<file path="src/mtc_div.sv">
// ----------------------------------------------------------------------------
// mtc_div
// Pipelined unsigned restoring divider, STEP_BITS quotient bits per stage,
// with a side payload that travels alongside the operands.
// ----------------------------------------------------------------------------
module mtc_div #(
	parameter int NUM_W     = 32,
	parameter int DEN_W     = 17,
	parameter int STEP_BITS = 2,
	parameter int SIDE_W    = 1
) (
	input  logic              clk,
	input  logic              arst_n,
	input  logic              en,
	input  logic              in_valid,
	input  logic [NUM_W-1:0]  num,
	input  logic [DEN_W-1:0]  den,
	input  logic [SIDE_W-1:0] side_in,
	output logic              out_valid,
	output logic [NUM_W-1:0]  quo,
	output logic [SIDE_W-1:0] side_out
);

	localparam int NSTG = NUM_W / STEP_BITS;

	logic              vld_s  [NSTG];
	logic [DEN_W-1:0]  rem_s  [NSTG];
	logic [NUM_W-1:0]  numr_s [NSTG];
	logic [NUM_W-1:0]  quo_s  [NSTG];
	logic [DEN_W-1:0]  den_s  [NSTG];
	logic [SIDE_W-1:0] side_s [NSTG];

	logic              vld_in  [NSTG];
	logic [DEN_W-1:0]  rem_in  [NSTG];
	logic [NUM_W-1:0]  numr_in [NSTG];
	logic [NUM_W-1:0]  quo_in  [NSTG];
	logic [DEN_W-1:0]  den_in  [NSTG];
	logic [SIDE_W-1:0] side_pin [NSTG];

	logic [DEN_W-1:0]  rem_nx  [NSTG];
	logic [NUM_W-1:0]  numr_nx [NSTG];
	logic [NUM_W-1:0]  quo_nx  [NSTG];

	for (genvar g = 0; g < NSTG; g++) begin : g_stage
		if (g == 0) begin : g_first
			assign vld_in[g]   = in_valid;
			assign rem_in[g]   = '0;
			assign numr_in[g]  = num;
			assign quo_in[g]   = '0;
			assign den_in[g]   = den;
			assign side_pin[g] = side_in;
		end else begin : g_next
			assign vld_in[g]   = vld_s[g-1];
			assign rem_in[g]   = rem_s[g-1];
			assign numr_in[g]  = numr_s[g-1];
			assign quo_in[g]   = quo_s[g-1];
			assign den_in[g]   = den_s[g-1];
			assign side_pin[g] = side_s[g-1];
		end

		always_comb begin
			logic [DEN_W:0]   t;
			logic [DEN_W-1:0] r;
			logic [NUM_W-1:0] n;
			logic [NUM_W-1:0] q;
			r = rem_in[g];
			n = numr_in[g];
			q = quo_in[g];
			for (int k = 0; k < STEP_BITS; k++) begin
				t = {r, n[NUM_W-1]};
				n = {n[NUM_W-2:0], 1'b0};
				if (t >= {1'b0, den_in[g]}) begin
					r = DEN_W'(t - {1'b0, den_in[g]});
					q = {q[NUM_W-2:0], 1'b1};
				end else begin
					r = t[DEN_W-1:0];
					q = {q[NUM_W-2:0], 1'b0};
				end
			end
			rem_nx[g]  = r;
			numr_nx[g] = n;
			quo_nx[g]  = q;
		end

		always_ff @(posedge clk or negedge arst_n) begin
			if (!arst_n) begin
				vld_s[g] <= 1'b0;
			end else if (en) begin
				vld_s[g] <= vld_in[g];
			end
		end

		always_ff @(posedge clk) begin
			if (en) begin
				rem_s[g]  <= rem_nx[g];
				numr_s[g] <= numr_nx[g];
				quo_s[g]  <= quo_nx[g];
				den_s[g]  <= den_in[g];
				side_s[g] <= side_pin[g];
			end
		end
	end

	assign out_valid = vld_s[NSTG-1];
	assign quo       = quo_s[NSTG-1];
	assign side_out  = side_s[NSTG-1];

endmodule

</file>
<file path="config.mk">
export PLATFORM = sky130hd
export DESIGN_NAME = mtc_div
export DESIGN_NICKNAME = d
export VERILOG_FILES = /design/src/mtc_div.sv
export SDC_FILE = /design/constraint.sdc
export NUM_CORES = 2
export LEC_CHECK = 0
export ABC_AREA = 1
export BUFFER_PORTS_ARGS = -buffer_cell sky130_fd_sc_hd__buf_2
export CORE_UTILIZATION = 60
export DETAILED_ROUTE_END_ITERATION = 12
export GPL_ROUTABILITY_DRIVEN = 0
export PLACE_DENSITY = 0.81
export SYNTH_ARGS = -nofsm -noshare
export SYNTH_HDL_FRONTEND = slang
export SYNTH_SLANG_ARGS = --single-unit
</file>
<file path="constraint.sdc">
create_clock -name clk -period 10.35 [get_ports clk]
set_input_delay 1.035 -clock clk [delete_from_list [all_inputs] [get_ports clk]]
set_output_delay 1.035 -clock clk [all_outputs]
set_load 0.02 [all_outputs]
</file>
# [Yosys cells after proc, flatten, opt, wreduce, memory -nomap -nowiden]
# Memories as Yosys holds them, arrays and structs flattened.
# Cells that the tools add are included.
[word_totals] output_inout_bits=34 regBits=16 inputBits=54 memories=5 ram_bits=1552
[mem_list] name="quo_s" depth=16 width=32 read_ports=16 rd_ports_with_merged_regs=0 write_ports=16 line_no="29" text="logic [NUM_W-1:0] quo_s [NSTG];"
[mem_list] name="numr_s" depth=16 width=30 read_ports=15 rd_ports_with_merged_regs=0 write_ports=16 line_no="28" text="logic [NUM_W-1:0] numr_s [NSTG];"
[mem_list] name="den_s" depth=16 width=17 read_ports=15 rd_ports_with_merged_regs=0 write_ports=16 line_no="30" text="logic [DEN_W-1:0] den_s [NSTG];"
[mem_list] name="rem_s" depth=16 width=17 read_ports=15 rd_ports_with_merged_regs=0 write_ports=16 line_no="27" text="logic [DEN_W-1:0] rem_s [NSTG];"
[mem_list] name="side_s" depth=16 width=1 read_ports=16 rd_ports_with_merged_regs=0 write_ports=16 line_no="31" text="logic [SIDE_W-1:0] side_s [NSTG];"
[classes] mux=66 add_sub_neg=32 order_cmp=32
[ops] operator="$ge A18 B17 Y1" n=31
[ops] operator="$mux W17" n=32
[ops] operator="$sub A17 B17 Y17" n=31
[ops] operator="$mux W1" n=34
[ops] operator="$ge A1 B17 Y1" n=1
[ops] operator="$sub A1 B17 Y17" n=1

# [Logic depth before layout (Yosys ltp)]
# An unclocked memory read counts as a cell.
[logic_depth] ltp_word=5 mapped_depth=33 mapped_depth_nobuf=30

# [Worst setup path after synthesis]
# OpenSTA, ideal clock, no wires.
[synth_timing] kind="flip-flop to flip-flop" startpoint="memory numr_s[1][149] in the netlist's numbering" endpoint="memory rem_s[13][3] (netlist: rem_s[1][88]), data pin" path_stages_with_launch=29 setup_time_ns=0.252 required_time_ns=10.098 path_buffers=2 path_slack_ns=6.618 synth_period_minus_slack_ns=3.732 t_arrival_ns=3.480 path_cell_list="edfxtp_1 inv_1 ha_1 inv_1 fa_1 nand3_1 nand3_1 nand2_1 nand2_1 nand2_1 nand2_2 nand2_2 nand2_2 buf_6 or2_2 nand2_1 inv_1 ha_1 nand2_1 nor2_1 nand2_1 o31a_1 nand2_1 nand2_1 nand2_1 nor2_4 buf_6 nand2_1 nand2_1"
[synth_rtl] element="start: declaration" line_no="28"
[synth_rtl] element="end: declaration" line_no="27"

==> summary.md <==
| Metric | Value |
|---|---|
| Outcome | complete, no violations |
| R2R depth | 27 |
| Via density | 5.62 |
| Hold Crit Class | in2async |
| IO buf count | 87 |
| Placed wire-length estimate | 119000 um |
| Pins Over Slew Limit | 0 |
| Share of layout cells above drive strength 1 | 6.25% |
| Worst-margin pin slew | 1060 ps |
| Die width | 337 um |
| Clock-pin slew on the worst setup and hold paths | 60 ps |
| Worst slew margin | 29.5% |
| First-pass DRT Iterations | 9 |
| R2r startpoint | den_s[1][34] |
| Gr busiest metal | met2 |
| I/O pin count | 88 |
| CP Capture Type | register |
| Flops & latches, synth | 1054 |
| RSZ-0062 raised after global routing | no |
| Adder-Cell Fraction of Synth Area | 10.7% |
| Post-Syn Nets | 8337 |
| R2r setup slk | 5690 ps |
| Kind of critical path | reg2reg |
| # fillers | 8693 |
| Ys Warns | 0 |
| Synthesized-area fraction occupied by and/or/nand/nor cells | 23.8% |
| Sink Count | 1054 |
| CORE AREA | 111000 um^2 |
| Compound-Gate Fraction of Synth Area | 7.57% |
| Initial antenna violation count | 0 |
| Met2 Use GR | 44.3% |
| Util after Layout | 65.7% |
| Final Hold Slack | 225 ps |
| MaxCap Viol Count | 0 |
| Fin nets | 8467 |
| Num CTS Buffers | 113 |
| Post-synth EDFFs | 1038 |
| # placed instances | 9227 |
| Final wirelength | 156000 um |
| Post-Synth XOR/XNOR Area | 4.16% |
| Fraction of registers with async set/reset | 1.52% |
| Most common cell after layout, fill and taps aside | nand2_1 |
| Post-CTS sizing | 0 |
| Row count | 122 |
| Cell accounting for the most synthesized area | edfxtp_1 |
| Post-synthesis mux area share | 0% |
| Synthesized cell area | 67200 um^2 |
| # H-tree levels | 3 |
| Root buf cell | clkbuf_16 |
| Vias in the first global route | 49900 |
| TritonCTS clock tree | built |
| Antenna Violating Nets Remaining | 0 |
| Syn avg cell area | 8.70 um^2 |
| Final setup fails | 0 |
| # Post-CTS Setup Buffers | 0 |
| Die area | 113000 um^2 |
| Fin. Hold Viols | 0 |
| Crit path max fanout | 25 |
| Largest cells by area after synthesis | edfxtp_1 (46%), nand2_1 (15%), ha_1 (9.8%) |
| Clock Skew | 45.7 ps |
| Critical Path Source | den_s[1][34] |
| Crit start category | register |
| Initial drt markers | 5191 |
| Worst reg2reg path endpoint | rem_s[1][51] |
| Max Clock Freq | 0.215 GHz |
| Post-synth cell types | 56 |
| Final std cells w/o fill | 9440 |
| Met3 GRT Util | 3.74% |
| Req. time, crit path | 10820 ps |
| Die H | 337 um |
| Hold buffer count at CTS | 0 |
| Met1 Use GR | 35.9% |
| GRT Resource Usage Total | 27.2% |
| First-pass GRT wire length | 249000 um |
| Congestion Overflow GR | 0 |
| Pin count of the biggest net entering global routing | 198 |
| Min Tclk post-route | 4660 ps |
| Mapped Cells | 7724 |
| Largest family of logic cells by synthesized area | simple AND/OR/NAND/NOR gates |
| Setup TNS | 0 ps |
| Share of the synthesized area in the top cell type | 46.4% |
| Seq/Total Area, Yosys | 47.0% |
| Top_reg_cell synth | edfxtp_1 |
| Routed wire per std cell | 16.5 um |
| Via Count | 53100 |
| Fin crit share | 45.0% |
| Drt drc | 0 |
| Crit path arrival time | 5130 ps |
| Worst-Skew Late Latency | 750 ps |
| Initial core utilization | 60.7% |
| Layout area overhead | 8.34% |
| Commonest non-fill, non-tap cells in the layout | nand2_1 (2605), edfxtp_1 (1038), inv_1 (998) |
| Worst-case clock buffer depth | 3 |
==> registers in the layout (all words and copies together), names as in the netlist <==
register,flops
quo_s,272
den_s,255
rem_s,255
numr_s,240
side_s,16
vld_in,15
out_valid,1
==> cell type report <==
cell class	count	area [um^2]	share of cell area, %
Sequential cell	1054	31600	43.3
Multi-Input combinational cell	5574	31100	42.7
Inverter	1015	3830	5.26
Clock buffer	128	2880	3.96
Tap cell	1488	1860	2.56
Clock inverter	84	997	1.37
Timing Repair Buffer	96	563	0.773
Antenna cell	1	2.50	0.00344
==> layer usage <==
layer	share of wire, %	vias to the layer above	wire [um]
met2	46	2288	71300
met3	7.5	511	11700
met4	4.9	0	7650
li1	-	25900	-
met5	0	-	0
met1	42	24300	65500
==> Yosys cell counts (7+ instances only) <==
| master | count |
|---|---|
| nand2_1 | 2605 |
| edfxtp_1 | 1038 |
| inv_1 | 998 |
| ha_1 | 529 |
| a21oi_1 | 442 |
| nand3_1 | 387 |
| nor2_1 | 381 |
| o21ai_0 | 248 |
| xor2_1 | 182 |
| xnor2_1 | 137 |
| nor3_1 | 72 |
| nand3b_1 | 68 |
| nand2_2 | 64 |
| o21ai_1 | 63 |
| nand4_1 | 53 |
| o21ai_2 | 44 |
| o21bai_1 | 44 |
| buf_6 | 41 |
| or2_2 | 31 |
| fa_1 | 30 |
| a21o_1 | 25 |
| a31oi_1 | 21 |
| and3_1 | 21 |
| buf_2 | 18 |
| and2_1 | 17 |
| buf_4 | 17 |
| dfrtp_1 | 16 |
| nand2_4 | 14 |
| nor2_4 | 12 |
| inv_2 | 10 |
| nor4_1 | 10 |
| nor2_2 | 9 |
| a21boi_0 | 8 |
| nand3_2 | 7 |
| o21a_1 | 7 |
==> per-stage QoR <==
step	worst slack, ps	instance area (um^2)
6_report	5690	72800
5_1_grt	5260	72800
4_1_cts	5740	72800
3_5_place_dp	5760	68900
3_3_place_gp	5940	68900
2_1_floorplan	6620	67200
==> cell families after synthesis <==
| logic type | Yosys count |
|---|---|
| buffers and inverters | 1096 |
| AND/OR/NAND/NOR | 3774 |
| AO/OA/AOI/OAI | 922 |
| flip-flops | 1054 |
| XOR/XNOR | 319 |
| adder cells (fa/ha/maj) | 559 |
==> worst max-delay path by stage <==
| stage | end | slack, ps | depth (start not counted) |
|---|---|---|---|
| detailed placement | rem_s[1][51] | 5760 | 27 |
| global route | rem_s[1][54] | 5260 | 27 |
| global placement | rem_s[1][49] | 5940 | 28 |
| CTS | rem_s[1][51] | 5740 | 27 |
| floorplan | rem_s[1][88] | 6620 | 28 |
| finish | rem_s[1][51] | 5690 | 27 |
==> worst max-delay path: stages (launching register included) <==
cell	delay (ps)
edfxtp_1	420
ha_1	200
inv_1	70
fa_1	420
nand3_1	120
nand3_2	120
nand2_1	100
nand2_1	110
nand2_1	100
nand2_2	70
nand2_2	100
nand2_4	120
inv_2	390
nand2_1	110
o21ai_1	150
ha_1	340
a21oi_1	150
nand2_1	100
nand2_1	70
nand2_1	130
nand2_1	90
nand2_1	80
nand2_1	70
nand2_1	50
nand2_1	90
nand4_2	380
nand2_1	190
nand2_1	80
Power is left out: the tool's default activity adds up to more than one toggle a clock period on the data nets, which glitch-free logic cannot reach.
